### config.mk
export PLATFORM = sky130hd
export DESIGN_NAME = operator_token_longest_match_unit
export DESIGN_NICKNAME = d
export VERILOG_FILES = /design/src/design/otlm_pkg.sv /design/src/design/otlm_front.sv /design/src/design/otlm_queue.sv /design/src/design/otlm_back.sv /design/src/design/operator_token_longest_match_unit.sv
export SDC_FILE = /design/constraint.sdc
export NUM_CORES = 1
export LEC_CHECK = 0
export ABC_AREA = 0
export BUFFER_PORTS_ARGS = -buffer_cell sky130_fd_sc_hd__buf_2
export CAP_MARGIN = 20
export CELL_PAD_IN_SITES_DETAIL_PLACEMENT = 1
export CELL_PAD_IN_SITES_GLOBAL_PLACEMENT = 1
export CORE_MARGIN = 2
export CORE_UTILIZATION = 30
export CTS_BUF_LIST = sky130_fd_sc_hd__clkbuf_8
export DETAILED_ROUTE_END_ITERATION = 10
export PLACE_DENSITY_LB_ADDON = 0.1
export RECOVER_POWER = 50
export SYNTH_ARGS = -nofsm -noshare
export SYNTH_HDL_FRONTEND = slang
export SYNTH_SLANG_ARGS = --single-unit
export TNS_END_PERCENT = 50
### constraint.sdc
create_clock -name clk -period 4.5 [get_ports clk]
set_clock_uncertainty 0.15 [all_clocks]
set_input_delay 0 -clock clk [delete_from_list [all_inputs] [get_ports clk]]
set_output_delay 0 -clock clk [all_outputs]
set_load 0.01 [all_outputs]
### src/design/otlm_pkg.sv
package otlm_pkg;

    localparam int QUEUE_DEPTH = 2;

    typedef enum logic [1:0] {
        ST_FOUND   = 2'd0,
        ST_INVALID = 2'd1,
        ST_NONE    = 2'd2
    } status_t;

    // What the front decided about one item
    typedef enum logic [1:0] {
        CLS_BREAK   = 2'd0,
        CLS_INVALID = 2'd1,
        CLS_SPECIAL = 2'd2
    } class_t;

    typedef enum logic [5:0] {
        TK_NONE = 6'd0,
        TK_PLUS, TK_MINUS, TK_STAR, TK_SLASH, TK_PERCENT,
        TK_INC, TK_DEC, TK_SHL, TK_SHR, TK_AMP,
        TK_PIPE, TK_CARET, TK_TILDE, TK_GT, TK_GE,
        TK_LT, TK_LE, TK_LAND, TK_LOR, TK_BANG,
        TK_EQ, TK_NE, TK_ASSIGN, TK_ADD_ASN, TK_SUB_ASN,
        TK_MUL_ASN, TK_DIV_ASN, TK_MOD_ASN, TK_OR_ASN, TK_AND_ASN,
        TK_XOR_ASN, TK_SHL_ASN, TK_SHR_ASN, TK_DOT, TK_COMMA,
        TK_COLON, TK_SEMI, TK_QUEST, TK_SQUOTE, TK_DQUOTE,
        TK_LBRACE, TK_RBRACE, TK_LBRACK, TK_RBRACK, TK_LPAREN,
        TK_RPAREN
    } tok_t;

    localparam logic [7:0] CH_PLUS  = 8'h2B;
    localparam logic [7:0] CH_MINUS = 8'h2D;
    localparam logic [7:0] CH_AMP   = 8'h26;
    localparam logic [7:0] CH_PIPE  = 8'h7C;
    localparam logic [7:0] CH_LT    = 8'h3C;
    localparam logic [7:0] CH_GT    = 8'h3E;
    localparam logic [7:0] CH_EQ    = 8'h3D;

    typedef struct packed {
        class_t     cls;
        tok_t       single;
        logic [7:0] ch;
    } item_t;

    function automatic logic is_special(input logic [7:0] c);
        logic res;
        res = (c >= 8'h21) && (c <= 8'h7E);
        if (c >= 8'h30 && c <= 8'h39) res = 1'b0;
        if (c >= 8'h41 && c <= 8'h5A) res = 1'b0;
        if (c >= 8'h61 && c <= 8'h7A) res = 1'b0;
        if (c == 8'h5F) res = 1'b0;
        return res;
    endfunction

    // One-character token for a byte, TK_NONE if the byte starts no token
    function automatic tok_t single_code(input logic [7:0] c);
        tok_t t;
        case (c)
            8'h2B:   t = TK_PLUS;
            8'h2D:   t = TK_MINUS;
            8'h2A:   t = TK_STAR;
            8'h2F:   t = TK_SLASH;
            8'h25:   t = TK_PERCENT;
            8'h26:   t = TK_AMP;
            8'h7C:   t = TK_PIPE;
            8'h5E:   t = TK_CARET;
            8'h7E:   t = TK_TILDE;
            8'h3E:   t = TK_GT;
            8'h3C:   t = TK_LT;
            8'h21:   t = TK_BANG;
            8'h3D:   t = TK_ASSIGN;
            8'h2E:   t = TK_DOT;
            8'h2C:   t = TK_COMMA;
            8'h3A:   t = TK_COLON;
            8'h3B:   t = TK_SEMI;
            8'h3F:   t = TK_QUEST;
            8'h27:   t = TK_SQUOTE;
            8'h22:   t = TK_DQUOTE;
            8'h7B:   t = TK_LBRACE;
            8'h7D:   t = TK_RBRACE;
            8'h5B:   t = TK_LBRACK;
            8'h5D:   t = TK_RBRACK;
            8'h28:   t = TK_LPAREN;
            8'h29:   t = TK_RPAREN;
            default: t = TK_NONE;
        endcase
        return t;
    endfunction

    // Token reached by appending one byte to a held prefix, TK_NONE if none
    function automatic tok_t extend_code(input tok_t p, input logic [7:0] c);
        tok_t t;
        t = TK_NONE;
        case (p)
            TK_PLUS:
            begin
                if (c == CH_PLUS) t = TK_INC;
                else if (c == CH_EQ) t = TK_ADD_ASN;
            end
            TK_MINUS:
            begin
                if (c == CH_MINUS) t = TK_DEC;
                else if (c == CH_EQ) t = TK_SUB_ASN;
            end
            TK_STAR:    if (c == CH_EQ) t = TK_MUL_ASN;
            TK_SLASH:   if (c == CH_EQ) t = TK_DIV_ASN;
            TK_PERCENT: if (c == CH_EQ) t = TK_MOD_ASN;
            TK_SHL:     if (c == CH_EQ) t = TK_SHL_ASN;
            TK_SHR:     if (c == CH_EQ) t = TK_SHR_ASN;
            TK_AMP:
            begin
                if (c == CH_AMP) t = TK_LAND;
                else if (c == CH_EQ) t = TK_AND_ASN;
            end
            TK_PIPE:
            begin
                if (c == CH_PIPE) t = TK_LOR;
                else if (c == CH_EQ) t = TK_OR_ASN;
            end
            TK_CARET:   if (c == CH_EQ) t = TK_XOR_ASN;
            TK_GT:
            begin
                if (c == CH_GT) t = TK_SHR;
                else if (c == CH_EQ) t = TK_GE;
            end
            TK_LT:
            begin
                if (c == CH_LT) t = TK_SHL;
                else if (c == CH_EQ) t = TK_LE;
            end
            TK_BANG:    if (c == CH_EQ) t = TK_NE;
            TK_ASSIGN:  if (c == CH_EQ) t = TK_EQ;
            default:    t = TK_NONE;
        endcase
        return t;
    endfunction

    function automatic logic [1:0] tok_length(input tok_t t);
        logic [1:0] n;
        case (t)
            TK_NONE:                             n = 2'd0;
            TK_INC, TK_DEC, TK_SHL, TK_SHR,
            TK_GE, TK_LE, TK_LAND, TK_LOR,
            TK_EQ, TK_NE, TK_ADD_ASN, TK_SUB_ASN,
            TK_MUL_ASN, TK_DIV_ASN, TK_MOD_ASN,
            TK_OR_ASN, TK_AND_ASN, TK_XOR_ASN:   n = 2'd2;
            TK_SHL_ASN, TK_SHR_ASN:              n = 2'd3;
            default:                             n = 2'd1;
        endcase
        return n;
    endfunction

endpackage

### src/design/otlm_front.sv
module otlm_front (
    input  logic                src_valid,
    output logic                src_ready,
    input  logic [7:0]          ch,
    input  logic                at_end,
    input  logic                q_full,
    output logic                push,
    output otlm_pkg::item_t     item
);

    otlm_pkg::tok_t single;

    assign single    = otlm_pkg::single_code(ch);
    assign src_ready = !q_full;
    assign push      = src_valid && !q_full;

    always_comb
    begin
        item.ch     = ch;
        item.single = single;
        if (at_end || !otlm_pkg::is_special(ch))
            item.cls = otlm_pkg::CLS_BREAK;
        else if (single == otlm_pkg::TK_NONE)
            item.cls = otlm_pkg::CLS_INVALID;
        else
            item.cls = otlm_pkg::CLS_SPECIAL;
    end

endmodule

### src/design/otlm_queue.sv
module otlm_queue #(
    parameter int DEPTH = otlm_pkg::QUEUE_DEPTH
) (
    input  logic                clk,
    input  logic                rst_n,
    input  logic                push,
    input  otlm_pkg::item_t     item_in,
    output logic                full,
    input  logic                pop,
    output otlm_pkg::item_t     item_out,
    output logic                nonempty
);

    localparam int PTR_W = (DEPTH > 1) ? $clog2(DEPTH) : 1;
    localparam int CNT_W = $clog2(DEPTH + 1);

    otlm_pkg::item_t    entries_reg [DEPTH];
    logic [PTR_W-1:0]   wr_ptr_reg, wr_ptr_next;
    logic [PTR_W-1:0]   rd_ptr_reg, rd_ptr_next;
    logic [CNT_W-1:0]   count_reg, count_next;

    assign full     = (count_reg == CNT_W'(DEPTH));
    assign nonempty = (count_reg != '0);
    assign item_out = entries_reg[rd_ptr_reg];

    always_comb
    begin
        wr_ptr_next = wr_ptr_reg;
        rd_ptr_next = rd_ptr_reg;
        if (push)
            wr_ptr_next = (wr_ptr_reg == PTR_W'(DEPTH - 1)) ? '0 : wr_ptr_reg + 1'b1;
        if (pop)
            rd_ptr_next = (rd_ptr_reg == PTR_W'(DEPTH - 1)) ? '0 : rd_ptr_reg + 1'b1;
        case ({push, pop})
            2'b10:   count_next = count_reg + 1'b1;
            2'b01:   count_next = count_reg - 1'b1;
            default: count_next = count_reg;
        endcase
    end

    always_ff @(posedge clk or negedge rst_n)
    begin
        if (!rst_n)
        begin
            wr_ptr_reg <= '0;
            rd_ptr_reg <= '0;
            count_reg  <= '0;
        end
        else
        begin
            wr_ptr_reg <= wr_ptr_next;
            rd_ptr_reg <= rd_ptr_next;
            count_reg  <= count_next;
        end
    end

    always_ff @(posedge clk)
    begin
        if (push)
            entries_reg[wr_ptr_reg] <= item_in;
    end

    a_count_bound: assert property (@(posedge clk) disable iff (!rst_n)
        count_reg <= CNT_W'(DEPTH))
        else $error("queue count exceeds depth");

    a_pop_nonempty: assert property (@(posedge clk) disable iff (!rst_n)
        pop |-> nonempty)
        else $error("queue popped while empty");

    a_push_room: assert property (@(posedge clk) disable iff (!rst_n)
        push |-> !full)
        else $error("queue pushed while full");

endmodule

### src/design/otlm_back.sv
module otlm_back (
    input  logic                clk,
    input  logic                rst_n,
    input  logic                q_valid,
    input  otlm_pkg::item_t     q_item,
    output logic                pop,
    output logic                tok_valid,
    input  logic                tok_ready,
    output logic [5:0]          token_code,
    output logic [1:0]          status,
    output logic [1:0]          match_length,
    output logic                char_consumed
);

    otlm_pkg::tok_t     prefix_token_reg, prefix_token_next;
    logic [1:0]         prefix_length_reg, prefix_length_next;
    logic               out_valid_reg, out_valid_next;
    otlm_pkg::tok_t     out_code_reg, out_code_next;
    otlm_pkg::status_t  out_status_reg, out_status_next;
    logic [1:0]         out_length_reg, out_length_next;
    otlm_pkg::tok_t     cand;

    assign pop = q_valid && (!out_valid_reg || tok_ready);

    // With nothing held, a special byte starts a one-character token
    assign cand = (prefix_token_reg == otlm_pkg::TK_NONE) ? q_item.single
                : otlm_pkg::extend_code(prefix_token_reg, q_item.ch);

    always_comb
    begin
        prefix_token_next  = prefix_token_reg;
        prefix_length_next = prefix_length_reg;
        out_valid_next     = out_valid_reg && !tok_ready;
        out_code_next      = out_code_reg;
        out_status_next    = out_status_reg;
        out_length_next    = out_length_reg;
        if (pop)
        begin
            if (q_item.cls == otlm_pkg::CLS_SPECIAL && cand != otlm_pkg::TK_NONE)
            begin
                // grow the prefix, no result yet
                prefix_token_next  = cand;
                prefix_length_next = otlm_pkg::tok_length(cand);
            end
            else
            begin
                out_valid_next     = 1'b1;
                prefix_token_next  = otlm_pkg::TK_NONE;
                prefix_length_next = 2'd0;
                if (q_item.cls == otlm_pkg::CLS_INVALID)
                begin
                    out_code_next   = otlm_pkg::TK_NONE;
                    out_status_next = otlm_pkg::ST_INVALID;
                    out_length_next = 2'd0;
                end
                else if (prefix_token_reg == otlm_pkg::TK_NONE)
                begin
                    out_code_next   = otlm_pkg::TK_NONE;
                    out_status_next = otlm_pkg::ST_NONE;
                    out_length_next = 2'd0;
                end
                else
                begin
                    out_code_next   = prefix_token_reg;
                    out_status_next = otlm_pkg::ST_FOUND;
                    out_length_next = prefix_length_reg;
                end
            end
        end
    end

    always_ff @(posedge clk or negedge rst_n)
    begin
        if (!rst_n)
        begin
            prefix_token_reg  <= otlm_pkg::TK_NONE;
            prefix_length_reg <= 2'd0;
            out_valid_reg     <= 1'b0;
        end
        else
        begin
            prefix_token_reg  <= prefix_token_next;
            prefix_length_reg <= prefix_length_next;
            out_valid_reg     <= out_valid_next;
        end
    end

    always_ff @(posedge clk)
    begin
        out_code_reg   <= out_code_next;
        out_status_reg <= out_status_next;
        out_length_reg <= out_length_next;
    end

    assign tok_valid     = out_valid_reg;
    assign token_code    = 6'(out_code_reg);
    assign status        = 2'(out_status_reg);
    assign match_length  = out_length_reg;
    assign char_consumed = 1'b0;

    a_found_nonempty: assert property (@(posedge clk) disable iff (!rst_n)
        out_valid_reg && out_status_reg == otlm_pkg::ST_FOUND
        |-> out_code_reg != otlm_pkg::TK_NONE && out_length_reg != 2'd0)
        else $error("found status with empty token");

    a_prefix_len: assert property (@(posedge clk) disable iff (!rst_n)
        prefix_length_reg == otlm_pkg::tok_length(prefix_token_reg))
        else $error("prefix length disagrees with prefix token");

    a_invalid_clears: assert property (@(posedge clk) disable iff (!rst_n)
        pop && q_item.cls == otlm_pkg::CLS_INVALID
        |=> prefix_token_reg == otlm_pkg::TK_NONE && out_valid_reg
            && out_status_reg == otlm_pkg::ST_INVALID)
        else $error("invalid byte did not clear prefix and report");

endmodule

### src/design/operator_token_longest_match_unit.sv
// Longest-match operator and punctuation recognizer.
// Source channel (src_valid/src_ready, ch, at_end): one byte per item, or an
// end-of-source marker with at_end set. The caller re-presents a byte after a
// result whose char_consumed is 0, since that byte was not absorbed.
// Result channel (tok_valid/tok_ready): token_code, status, match_length,
// char_consumed. An item that starts or extends the held prefix gives no
// result; any other item gives exactly one.
// Throughput: one item per cycle unless a result waits untaken. The front
// classifies the byte in the accept cycle and writes a two-entry queue; the
// back does one table lookup on the held prefix and the byte per cycle and
// loads the output register. A result passes through the queue entry and
// then the output register before tok_valid shows it.
// When the receiver stalls, the result holds in the output register, the
// back stops, and src_ready drops once the queue is full.
// Reset clears the held prefix, the queue and the output valid.
module operator_token_longest_match_unit #(
    parameter int QUEUE_DEPTH = otlm_pkg::QUEUE_DEPTH
) (
    input  logic        clk,
    input  logic        rst_n,
    input  logic        src_valid,
    output logic        src_ready,
    input  logic [7:0]  ch,
    input  logic        at_end,
    output logic        tok_valid,
    input  logic        tok_ready,
    output logic [5:0]  token_code,
    output logic [1:0]  status,
    output logic [1:0]  match_length,
    output logic        char_consumed
);

    logic               push, pop, q_full, q_valid;
    otlm_pkg::item_t    front_item, q_item;

    otlm_front u_front (
        .src_valid (src_valid),
        .src_ready (src_ready),
        .ch        (ch),
        .at_end    (at_end),
        .q_full    (q_full),
        .push      (push),
        .item      (front_item)
    );

    otlm_queue #(
        .DEPTH (QUEUE_DEPTH)
    ) u_queue (
        .clk      (clk),
        .rst_n    (rst_n),
        .push     (push),
        .item_in  (front_item),
        .full     (q_full),
        .pop      (pop),
        .item_out (q_item),
        .nonempty (q_valid)
    );

    otlm_back u_back (
        .clk           (clk),
        .rst_n         (rst_n),
        .q_valid       (q_valid),
        .q_item        (q_item),
        .pop           (pop),
        .tok_valid     (tok_valid),
        .tok_ready     (tok_ready),
        .token_code    (token_code),
        .status        (status),
        .match_length  (match_length),
        .char_consumed (char_consumed)
    );

endmodule
==> results.md, run 1 <==
* Total negative slack at 0 ps
* Worst hold slack at between 300 and 400 ps
* First-pass GRT wire length at 15400 um
* Reg area at roughly 0.0016 mm^2
* Power per standard cell area at about 720 mW/mm^2
* Global-route total usage across every layer at 15.4%
* Slew Limit Fails at 0
* Root buffer cell: sky130_fd_sc_hd__clkbuf_8
* Clock transition time at the flip-flop clock pins of the worst setup and hold paths at approximately 110 ps
* Die area at 0.0125 mm^2
* Cells after Synth at between 300 and 400
* LEAKAGE at around 1.4 nW
* Via count at about 2800
* DRT iter0 DRCs at ~150
* Multi-input gate area at about 0.0018 mm^2
* Starting Density at 30.7%
* Maximum vdd ir drop at 0.310 mV
* Fraction of synthesized cell area taken by the top area cell type at 36.0%
* Clock sinks at between 50 and 60
* Cell Count, Final, Fillers Out at 524
* Gate power share at between 50% and 60%
* Critical path start-end classification: reg -> reg
* Unique cell type count in the Yosys netlist at 73
* Count of buffers inserted at the top-level ports at 24
* Number of setup violations in the final report at 0
* Number of DRC violations after detailed routing at 0
* Final hold violation count at 0
* Antenna violations before repair at 0
* Sequential group share of total power at between 30% and 40%
* Setup repair after global routing missed its margin: no
* Post-route setup slack at about 760 ps
* Width of the die at 112 um
* Diodes inserted at 0
* Final critical-path required period at 3740 ps
* Arrival time worst endpoint at approximately 3800 ps
* Warnings, synthesis at 0
* Largest cells by area after synthesis: sky130_fd_sc_hd__edfxtp_1 (36%), sky130_fd_sc_hd__dfrtp_1 (9.3%), sky130_fd_sc_hd__nor2_1 (4.2%)
* Maximum buffer depth of the clock tree at 2
* Routed Antenna Nets at 0
* Post-synth top area cell: sky130_fd_sc_hd__edfxtp_1
* Worst relative slew slack at a little under a third
* Switching Power at between 0.001 and 0.0015 W
* Syn_area_per_cell at 9.97 um^2
* Number of buffers inserted by post-CTS setup repair at 0
* Number of enable-type register cells in the synthesized netlist at 42
* Hold_buf cts at 13
* Clock insertion delay at the later pin of the skew report at 320 ps
* Clock power frac at between 10 and 15%
* Internal power at around 0.0016 W
* TritonCTS clock tree: built
* Htree depth at 2
* Sort of element at the end of the critical path: flop
* Signed area change from the synthesized netlist to the final layout at 12.8%
* Std-Cell Rows at 39
* Main synth FF type: sky130_fd_sc_hd__edfxtp_1
* Inserted Clock Buffers at 5
* Number of global-route vias before repair at about 2800
* Worst slack at placement at 790 ps
* Largest net degree at the start of global routing at 26
* Netlist area before placement at between 0.003 and 0.004 mm^2
* Proportion of synthesized chip area in sequential cells at about 45%
* Result of the run: finished clean
* Post-cts sizing count at 0
* Final weighted congestion in routability-driven placement at between 0.7 and 0.8
* DP HPWL at 6990 um
* Flip-flop count of the largest register after layout at 32
* Post-DR vias/cell at about 5.3
* CP Max Fanout at 14
* Slew of the pin with the lowest slew margin at 1040 ps
* Final-layout fill cell count at around 1300
* Total Routed Length at 9350 um
* Number of register bits inferred by synthesis at 55
* Routed wire length per instance at 17.9 um
* Number of nets in the finished design at around 400
* Syn_nets at ~370
* 1st-pass router iterations at 4
* Overflow after GRT at 0
* Final Total Pwr at between 0.002 and 0.003 W
* IO Pins at 26
* R2R setup slack at between 700 and 800 ps
* Fraction of final layout cells with drive strength greater than 1 at approximately a tenth
* Startpoint kind of the worst setup timing path: flop
* Area of the core at between 0.01 and 0.015 mm^2
* Async set-or-reset flop fraction in the synthesized netlist at a little under a quarter
* Die Y-Extent at between 100 and 150 um
* Kind of path behind the tightest hold check: in -> reg
* Final critical-path share of the clock period at about 83%
* Switching part of the total at a little under half
* Max Cap Viol at 0
* Critical Path RT at about 4600 ps
* Max Clock Freq at roughly 270 MHz
* Total instance count after detailed placement at around 500
-- area by class of cell --
type | count | share of cell area, %
Sequential cell | 55 | 40.2
Multi-Input combinational cell | 262 | 44.6
Tap cell | 143 | 4.53
Clock inverter | 3 | 1.08
Inverter | 13 | 1.24
Clock buffer | 5 | 1.74
Timing Repair Buffer | 43 | 6.66
-- layout by cell type, fill, tap and decap left out, types with 4 or more instances in the layout --
master and instances:
sky130_fd_sc_hd__nor2b_1 6, sky130_fd_sc_hd__clkbuf_8 5, sky130_fd_sc_hd__nor3_1 6, sky130_fd_sc_hd__buf_2 4
sky130_fd_sc_hd__a211oi_1 5, sky130_fd_sc_hd__edfxtp_1 42, sky130_fd_sc_hd__dfrtp_1 13, sky130_fd_sc_hd__nand3_1 8
sky130_fd_sc_hd__nand3b_1 4, sky130_fd_sc_hd__o21ai_0 16, sky130_fd_sc_hd__clkbuf_1 22, sky130_fd_sc_hd__o31ai_1 4
sky130_fd_sc_hd__mux2i_1 8, sky130_fd_sc_hd__inv_1 14, sky130_fd_sc_hd__o211ai_1 7, sky130_fd_sc_hd__and3b_1 4
sky130_fd_sc_hd__and2_1 5, sky130_fd_sc_hd__and3_1 4, sky130_fd_sc_hd__nand2_1 27, sky130_fd_sc_hd__o22ai_1 6
sky130_fd_sc_hd__nand2b_1 7, sky130_fd_sc_hd__or3_1 4, sky130_fd_sc_hd__ha_1 8, sky130_fd_sc_hd__buf_4 4
sky130_fd_sc_hd__a21oi_1 22, sky130_fd_sc_hd__dlygate4sd3_1 13, sky130_fd_sc_hd__nor2_1 39, sky130_fd_sc_hd__xnor2_1 6
-- synth_stat cells, types with 4 or more instances --
cell	instances
sky130_fd_sc_hd__edfxtp_1	42
sky130_fd_sc_hd__nor2_1	39
sky130_fd_sc_hd__nand2_1	27
sky130_fd_sc_hd__a21oi_1	22
sky130_fd_sc_hd__o21ai_0	15
sky130_fd_sc_hd__dfrtp_1	13
sky130_fd_sc_hd__inv_1	13
sky130_fd_sc_hd__clkbuf_1	9
sky130_fd_sc_hd__ha_1	8
sky130_fd_sc_hd__mux2i_1	8
sky130_fd_sc_hd__nand3_1	8
sky130_fd_sc_hd__buf_2	7
sky130_fd_sc_hd__nand2b_1	7
sky130_fd_sc_hd__o211ai_1	7
sky130_fd_sc_hd__nor2b_1	6
sky130_fd_sc_hd__nor3_1	6
sky130_fd_sc_hd__o22ai_1	6
sky130_fd_sc_hd__xnor2_1	6
sky130_fd_sc_hd__a211oi_1	5
sky130_fd_sc_hd__and2_1	5
sky130_fd_sc_hd__and3_1	4
sky130_fd_sc_hd__and3b_1	4
sky130_fd_sc_hd__nand3b_1	4
sky130_fd_sc_hd__o31ai_1	4
sky130_fd_sc_hd__or3_1	4
-- routing by layer --
metal | track usage [%] | up-vias | part of all wire (%)
li1 | - | 1368 | -
met1 | 21.8 | 1387 | 49
met2 | 25.2 | 27 | 48
met3 | 2.11 | 7 | 2.0
met4 | 3.66 | 0 | 1.1
met5 | 0 | - | 0
-- stage by stage --
stage               util, %  cell area (um^2)
floorplan                 -              3500
global placement       32.7              3740
detailed placement     32.7              3740
CTS                    34.9              3980
global route           34.6              3950
finish                 34.6              3950
-- critical path, stage by stage (launching register included) --
cell and delay (ps):
sky130_fd_sc_hd__dfrtp_1 560, sky130_fd_sc_hd__or4b_1 640, sky130_fd_sc_hd__or3_1 400, sky130_fd_sc_hd__nor3_2 140
sky130_fd_sc_hd__or2_1 170, sky130_fd_sc_hd__o211ai_1 110, sky130_fd_sc_hd__o211ai_1 120, sky130_fd_sc_hd__nor2_1 100
sky130_fd_sc_hd__ha_1 240, sky130_fd_sc_hd__or3b_2 460, sky130_fd_sc_hd__o211ai_1 150, sky130_fd_sc_hd__a221oi_2 100
sky130_fd_sc_hd__o41ai_2 290
-- path summary, 6_finish.rpt --
| kind | from | end | cells after the start |
|---|---|---|---|
| worst max-delay path | u_back.prefix_token_reg[2] | u_back.prefix_length_reg[1] | 12 |
| worst min-delay path | tok_ready | u_back.tok_valid | 4 |
| worst max register to register | u_back.prefix_token_reg[2] | u_back.prefix_length_reg[1] | 12 |
| worst min register to register | u_queue.wr_ptr_reg | u_queue.wr_ptr_reg | 1 |
| max in group asynchronous | rst_n | u_queue.rd_ptr_reg | 3 |
| min in group asynchronous | rst_n | u_back.prefix_token_reg[3] | 3 |
-- power by group through the flow --
stage	combinational (W)	sequential (W)	clock, W
3_5_place_dp	0.00161	0.000942	0
3_3_place_gp	0.00161	0.000935	0
5_1_grt	0.00177	0.000961	0.000360
2_1_floorplan	0.00124	0.000865	0
4_1_cts	0.00162	0.000932	0.000344
6_report	0.00159	0.000931	0.000332
-- kinds of logic (layout without fill, tap and decap cells) --
family,after synthesis,after routing,share of synthesized area [%]
compound gates,92,92,18.9
mux,11,11,3.32
buf+inv,34,64,4.43
xor+xnor,8,8,2.00
other cells,1,1,0.107
fa+ha+maj,8,8,2.86
flops,55,55,45.3
simple gates,142,142,23.0
Power figures use the tool's default switching activity.
==> run 2, diff against run 1 <==
Settings changed: ABC_AREA 0 to 1.
Clock period 4.5 ns to 3.7 ns, I/O delays scaled along.
==> run 2 against run 1 <==
The run now ends with negative hold slack left. Count of clock-buffer cells in the layout did not move. Largest power group unchanged. Sequential cell count did not move. Critical endpoint is now u_back.status[0]. Sequential power rose by 5.2%.
==> results.md, run 2 <==
* Total placed instance area at roughly 0.0039 mm^2
* TritonCTS clock tree: built
* R2R setup slack at 640 ps
* Crit path largest cell delay at ~420 ps
* Post-DR vias/cell at about 4.7
* Final hold violation count at 2
* Maximum vdd ir drop at between 0.4 and 0.5 mV
* Number of enable-type register cells in the synthesized netlist at 42
* Worst relative slew slack at about 28%
* R2r startpoint: u_queue.rd_ptr_reg
* Root buffer cell: sky130_fd_sc_hd__clkbuf_8
* First-pass GRT wire length at ~16000 um
* Worst Hold Launch: at_end
* Routed wire length per instance at between 10 and 15 um
* Global-route total usage across every layer at around 15%
* Number of nets in the finished design at between 500 and 600
* Total negative slack at 0 ps
* Slowest library cell on the worst path: sky130_fd_sc_hd__dfrtp_1
* Power per standard cell area at approximately 700 mW/mm^2
* Signed area change from the synthesized netlist to the final layout at 12.5%
* Final critical-path required period at 3060 ps
* Syn_nets at about 490
* Gate power share at 52.9%
* Total Routed Length at just over 9000 um
* Arrival time worst endpoint at ~3000 ps
* Clock insertion delay at the later pin of the skew report at around 320 ps
* Worst hold slack at -0.295 ps
* Number of buffers inserted by post-CTS setup repair at 0
* CP Max Fanout at 26
* Number of cells traversed by the worst register-to-register path at 18
* Hold_buf cts at 12
* Post-Layout Inst Area at around 0.0040 mm^2
* Area of the core at approximately 0.012 mm^2
* Setup repair after global routing missed its margin: no
* Worst Hold Path Cells at 4
* Most frequent standard cell in the layout excluding fill and tap cells: sky130_fd_sc_hd__nand2_1
* Overflow after GRT at 0
* Number of global-route vias before repair at about 3200
* LEAKAGE at 1.87 nW
* Max Clock Freq at roughly 330 MHz
* Worst hold endpoint: u_queue.entries_reg[0][14]
* Flip-flop count of the largest register after layout at 32
* Met2 usage at 25.3%
* Unique cell type count in the Yosys netlist at between 40 and 50
* Most frequent cells in the layout: sky130_fd_sc_hd__nand2_1 (140), sky130_fd_sc_hd__inv_1 (67), sky130_fd_sc_hd__nor2_1 (55)
* Top Family by Delay on Critical Path: simple AND/OR/NAND/NOR gates
* Number of setup violations in the final report at 0
* Die Y-Extent at ~110 um
* Number of register bits inferred by synthesis at 55
* Result of the run: complete, but fails checks
* Final weighted congestion in routability-driven placement at ~0.86
* 1st-pass router iterations at 4
* Startpoint kind of the worst setup timing path: flop
* Global-route met3 utilization at 1.65%
* Critical path buffer and inverter count at 4
* Maximum buffer depth of the clock tree at 2
* Slew Limit Fails at 0
* Async set-or-reset flop fraction in the synthesized netlist at 23.6%
* Final critical-path share of the clock period at a little over 80%
* Clock transition time at the flip-flop clock pins of the worst setup and hold paths at around 110 ps
* Largest cells by area after synthesis: sky130_fd_sc_hd__edfxtp_1 (35%), sky130_fd_sc_hd__nand2_1 (15%), sky130_fd_sc_hd__dfrtp_1 (9.0%)
* Post-cts sizing count at 0
* Proportion of synthesized chip area in sequential cells at ~44%
* Clock power frac at 12.2%
* Std-Cell Rows at 39
* Warnings, synthesis at 0
* IO Pins at 26
* Total instance count after detailed placement at about 630
* DP HPWL at between 7000 and 8000 um
* Final Total Pwr at approximately 0.0028 W
* Internal power at roughly 0.0015 W
* Switching Power at 0.00130 W
* Routed Antenna Nets at 0
* Clock sinks at 55
* Most frequent cell after synthesis: sky130_fd_sc_hd__nand2_1
* Violated checks: negative hold slack
* Critical path start-end classification: reg -> reg
* Starting Density at between 30% and 40%
* DRT iter0 DRCs at 132
* Width of the die at 113 um
* Via count at around 3100
* Syn_area_per_cell at 7.75 um^2
* Kind of path behind the tightest hold check: in -> reg
* Switching part of the total at a little under half
* Htree depth at 2
* Fraction of final layout cells with drive strength greater than 1 at approximately a tenth
* Sort of element at the end of the critical path: flop
* Number of DRC violations after detailed routing at 0
* Sequential group share of total power at between 30% and 40%
* Die area at approximately 0.013 mm^2
* Netlist area before placement at around 0.0036 mm^2
* Main synth FF type: sky130_fd_sc_hd__edfxtp_1
* Met1 Usage GRT at 20.5%
* Cell Count, Final, Fillers Out at 649
* Reg2Reg Capture Point: u_back.status[0]
* Leading cell types by count after synthesis: sky130_fd_sc_hd__nand2_1 (140), sky130_fd_sc_hd__inv_1 (67), sky130_fd_sc_hd__nor2_1 (55), sky130_fd_sc_hd__edfxtp_1 (42), sky130_fd_sc_hd__nand3_1 (20)
* Dominant cell type by count on the critical path: sky130_fd_sc_hd__nand2_2
* Slew of the pin with the lowest slew margin at between 1000 and 1500 ps
* Post-synth top area cell: sky130_fd_sc_hd__edfxtp_1
* Max Cap Viol at 0
* GRT Max-Usage Layer: met2
* Cell-by-cell listing of the critical path: buf_4 -> nand2_1 -> nand2_2 -> nand2_2 -> nor2_4 -> nand2_4 -> a21boi_0 -> a311oi_1 -> nand4_1 -> inv_1 -> ha_1 -> nand2_2 -> nor2_2 -> nand2_2 -> nand2_1 -> inv_1 -> nor2_1 -> buf_4
* Antenna violations before repair at 0
* Cells after Synth at roughly 460
* Critical Path RT at ~3600 ps
* Inserted Clock Buffers at 5
* Largest net degree at the start of global routing at 27
* Fraction of synthesized cell area taken by the top area cell type at 35.1%
* Diodes inserted at 0
* Count of buffers inserted at the top-level ports at 24
[run 2: changes by cell type after synthesis, moves of 8 or more]
cell                       delta
sky130_fd_sc_hd__nor2_1      +16
sky130_fd_sc_hd__a21oi_1      -9
sky130_fd_sc_hd__nand3_1     +12
sky130_fd_sc_hd__nand2_1    +113
sky130_fd_sc_hd__clkbuf_1     -8
sky130_fd_sc_hd__inv_1       +54
sky130_fd_sc_hd__nand2_2     +15
[run 2: layer usage]
layer / vias to the layer above / routed length (um)
li1: 1586 / -
met1: 1453 / 4510
met2: 28 / 4360
met3: 10 / 157
met4: 0 / 144
met5: - / 0
[run 2: area by class of cell]
| cell class | instances | area, um^2 |
|---|---|---|
| Clock buffer | 5 | 68.8 |
| Tap cell | 143 | 179 |
| Inverter | 71 | 269 |
| Sequential cell | 55 | 1590 |
| Fill cell | 1456 | 7520 |
| Clock inverter | 3 | 22.5 |
| Multi-Input combinational cell | 331 | 1670 |
| Timing Repair Buffer | 41 | 245 |
[run 2: worst reg2reg max path, stage by stage, from the launching register on]
cell and delay (ps):
sky130_fd_sc_hd__dfrtp_1 420, sky130_fd_sc_hd__buf_4 230, sky130_fd_sc_hd__nand2_1 120, sky130_fd_sc_hd__nand2_2 70
sky130_fd_sc_hd__nand2_2 120, sky130_fd_sc_hd__nor2_4 60, sky130_fd_sc_hd__nand2_4 110, sky130_fd_sc_hd__a21boi_0 100
sky130_fd_sc_hd__a311oi_1 280, sky130_fd_sc_hd__nand4_1 180, sky130_fd_sc_hd__inv_1 120, sky130_fd_sc_hd__ha_1 190
sky130_fd_sc_hd__nand2_2 60, sky130_fd_sc_hd__nor2_2 90, sky130_fd_sc_hd__nand2_2 80, sky130_fd_sc_hd__nand2_1 70
sky130_fd_sc_hd__inv_1 50, sky130_fd_sc_hd__nor2_1 80, sky130_fd_sc_hd__buf_4 200
[run 2: how the worst max path moves through the flow]
stage,from,end,depth (start not counted)
after floorplan,u_queue.rd_ptr_reg,u_back.match_length[0],18
after global placement,u_queue.rd_ptr_reg,u_back.token_code[2],18
after detailed placement,u_queue.rd_ptr_reg,u_back.token_code[2],18
after CTS,u_queue.rd_ptr_reg,u_back.token_code[3],18
after global routing,u_queue.rd_ptr_reg,u_back.match_length[1],17
final,u_queue.rd_ptr_reg,u_back.status[0],18
[run 2: per-stage QoR]
step | setup slack (ps) | util (%)
final | 639 | 35.0
after global routing | 320 | 35.0
after CTS | 623 | 35.3
after detailed placement | 633 | 33.5
after global placement | 735 | 33.5
after floorplan | 772 | -
[run 2: power groups by stage]
stage	Combinational (W)	Clock [W]	Sequential, W
after floorplan	0.00112	0	0.00101
after global placement	0.00152	0	0.000985
after detailed placement	0.00154	0	0.000992
after CTS	0.00155	0.000357	0.000978
after global routing	0.00173	0.000373	0.00100
final	0.00148	0.000341	0.000979
[run 2: kinds of logic after synthesis]
group | count (synthesis) | share of synthesized area (%)
mux | 2 | 0.557
compound gates | 53 | 9.33
simple gates | 264 | 33.2
flops | 55 | 44.1
buf+inv | 78 | 9.19
fa+ha+maj | 8 | 2.78
xor+xnor | 3 | 0.731
other cells | 1 | 0.104
==> run 3, diff against run 2 <==
Clock period 3.7 ns to 3.21 ns, I/O delays scaled along.
==> run 3 against run 2 <==
Critical path depth unchanged. Hold slack improved by 250 ps. Critical endpoint is now u_back.token_code[3]. Die area did not move. Via count rose by 0.68%. Setup slack got worse by 420 ps. The run now ends clean. Non-clock buffer count rose by 6. Routed wire length up 2.2%. Maximum frequency grew 2.4%. Combinational power rose by 24%. First-iteration DRC count fell by 13%. Final area increased by 1.8%.
==> results.md, run 3 (synthesized netlist as in run 2, its figures left out) <==
* Final weighted congestion in routability-driven placement at 0.830
* Clock sinks at 55
* Critical Path RT at between 3000 and 4000 ps
* Sort of element at the end of the critical path: flop
* Final critical-path required period at between 2000 and 3000 ps
* Final hold violation count at 0
* Starting Density at 31.1%
* Total placed instance area at 0.00388 mm^2
* Antenna violations before repair at 0
* Routed wire length per instance at around 14 um
* Die area at about 0.013 mm^2
* Slew of the pin with the lowest slew margin at about 1100 ps
* Total Routed Length at ~9400 um
* R2r startpoint: u_queue.rd_ptr_reg
* Result of the run: finished clean
* Maximum buffer depth of the clock tree at 2
* Via count at between 3000 and 4000
* Number of setup violations in the final report at 0
* Max Clock Freq at roughly 330 MHz
* R2R setup slack at roughly 220 ps
* Arrival time worst endpoint at between 2000 and 3000 ps
* Worst Hold Launch: tok_ready
* Post-DR vias/cell at roughly 4.7
* Std-Cell Rows at 39
* Global-route total usage across every layer at between 10 and 15%
* Count of buffers inserted at the top-level ports at 24
* Number of global-route vias before repair at between 3000 and 4000
* First-pass GRT wire length at 15600 um
* Signed area change from the synthesized netlist to the final layout at 14.5%
* Max Cap Viol at 0
* Htree depth at 2
* Clock transition time at the flip-flop clock pins of the worst setup and hold paths at roughly 110 ps
* Startpoint kind of the worst setup timing path: flop
* Overflow after GRT at 0
* DP HPWL at about 7500 um
* Power per standard cell area at between 800 and 900 mW/mm^2
* Routed Antenna Nets at 0
* DRT iter0 DRCs at 115
* Total negative slack at 0 ps
* Flip-flop count of the largest register after layout at 32
* Number of DRC violations after detailed routing at 0
* Critical path start-end classification: reg -> reg
* Root buffer cell: sky130_fd_sc_hd__clkbuf_8
* TritonCTS clock tree: built
* Final critical-path share of the clock period at 93.1%
* Launch point of the worst path: u_queue.rd_ptr_reg
* Most frequent standard cell in the layout excluding fill and tap cells: sky130_fd_sc_hd__nand2_1
* Fraction of final layout cells with drive strength greater than 1 at 11.3%
* Area of the core at around 0.012 mm^2
* Clock insertion delay at the later pin of the skew report at approximately 320 ps
* Width of the die at roughly 110 um
* Largest net degree at the start of global routing at 22
* Most frequent cells in the layout: sky130_fd_sc_hd__nand2_1 (140), sky130_fd_sc_hd__inv_1 (66), sky130_fd_sc_hd__nor2_1 (54)
* Die Y-Extent at approximately 110 um
* Worst relative slew slack at around a quarter
* Cell Count, Final, Fillers Out at around 660
* CP Max Fanout at 9
* Maximum vdd ir drop at 0.406 mV
* Total instance count after detailed placement at 630
* 1st-pass router iterations at 4
* Inserted Clock Buffers at 5
* Post-Layout Inst Area at roughly 0.0041 mm^2
* IO Pins at 26
* Kind of path behind the tightest hold check: in -> reg
* Diodes inserted at 0
* Slew Limit Fails at 0
* Number of nets in the finished design at approximately 530
* LEAKAGE at 1.90 nW
[run 3: cell count changes in the layout (fill, tap and decap cells not counted), sizes merged]
cell / previous run / this run
buf: 7 / 11
clkbuf: 27 / 28
clkinv: 2 / 0
clkinvlp: 0 / 1
dlygate4sd3: 12 / 13
inv: 72 / 73
[run 3: final timing paths]
check,end,depth (start not counted)
min in group asynchronous,u_queue.count_reg[1],3
max in group asynchronous,u_queue.rd_ptr_reg,3
worst max-delay path,u_back.token_code[3],18
worst max register to register,u_back.token_code[3],18
worst min register to register,u_back.prefix_length_reg[0],2
worst min-delay path,u_back.tok_valid,3
[run 3: worst max-delay path, stage by stage (launching register included)]
cell                       delay [ps]
sky130_fd_sc_hd__dfrtp_2          460
sky130_fd_sc_hd__buf_6            150
sky130_fd_sc_hd__nand2_1           80
sky130_fd_sc_hd__nand2_2           60
sky130_fd_sc_hd__nand2_2          110
sky130_fd_sc_hd__nor2_4            60
sky130_fd_sc_hd__nand2_4          100
sky130_fd_sc_hd__a21boi_0         100
sky130_fd_sc_hd__a311oi_1         280
sky130_fd_sc_hd__nand4_1          210
sky130_fd_sc_hd__inv_2            100
sky130_fd_sc_hd__ha_1             190
sky130_fd_sc_hd__nand2_2           70
sky130_fd_sc_hd__nor2_2           110
sky130_fd_sc_hd__nand2_2           90
sky130_fd_sc_hd__nand2_1           70
sky130_fd_sc_hd__inv_1             70
sky130_fd_sc_hd__nor2_4           120
sky130_fd_sc_hd__buf_6            140
[run 3: power breakdown]
part	internal (W)	switching (W)
clock network	0.000162	0.000241
registers	0.00104	0.0000963
logic	0.000613	0.00123
total	0.00181	0.00156
[run 3: timing repair]
item,CTS,global route
hold buffers,13,0
endpoints found under the hold margin,37,0
setup buffers,0,2
resized for setup,0,10
setup endpoints to repair,0,10
[run 3: layer usage]
metal | up-vias | track usage [%] | part of all wire, %
met2 | 29 | 25.4 | 47
met1 | 1462 | 20.3 | 49
met5 | - | 0 | 0
li1 | 1595 | - | -
met3 | 12 | 1.65 | 2.0
met4 | 0 | 4.23 | 1.6
[run 3: cell type report]
class / count / area (um^2)
Sequential cell: 55 / 1590
Clock inverter: 3 / 27.5
Multi-Input combinational cell: 331 / 1680
Clock buffer: 5 / 68.8
Inverter: 71 / 269
Tap cell: 143 / 179
Fill cell: 1428 / 7450
Timing Repair Buffer: 47 / 303
[run 3: through the flow]
step	power [W]	hold WS, ps	utilization, %	setup slack [ps]
floorplan	0.00245	-446	-	282
global placement	0.00291	-223	33.5	242
detailed placement	0.00293	-221	33.5	209
CTS	0.00335	236	35.5	208
global route	0.00371	275	35.6	-20.3
finish	0.00338	251	35.6	221
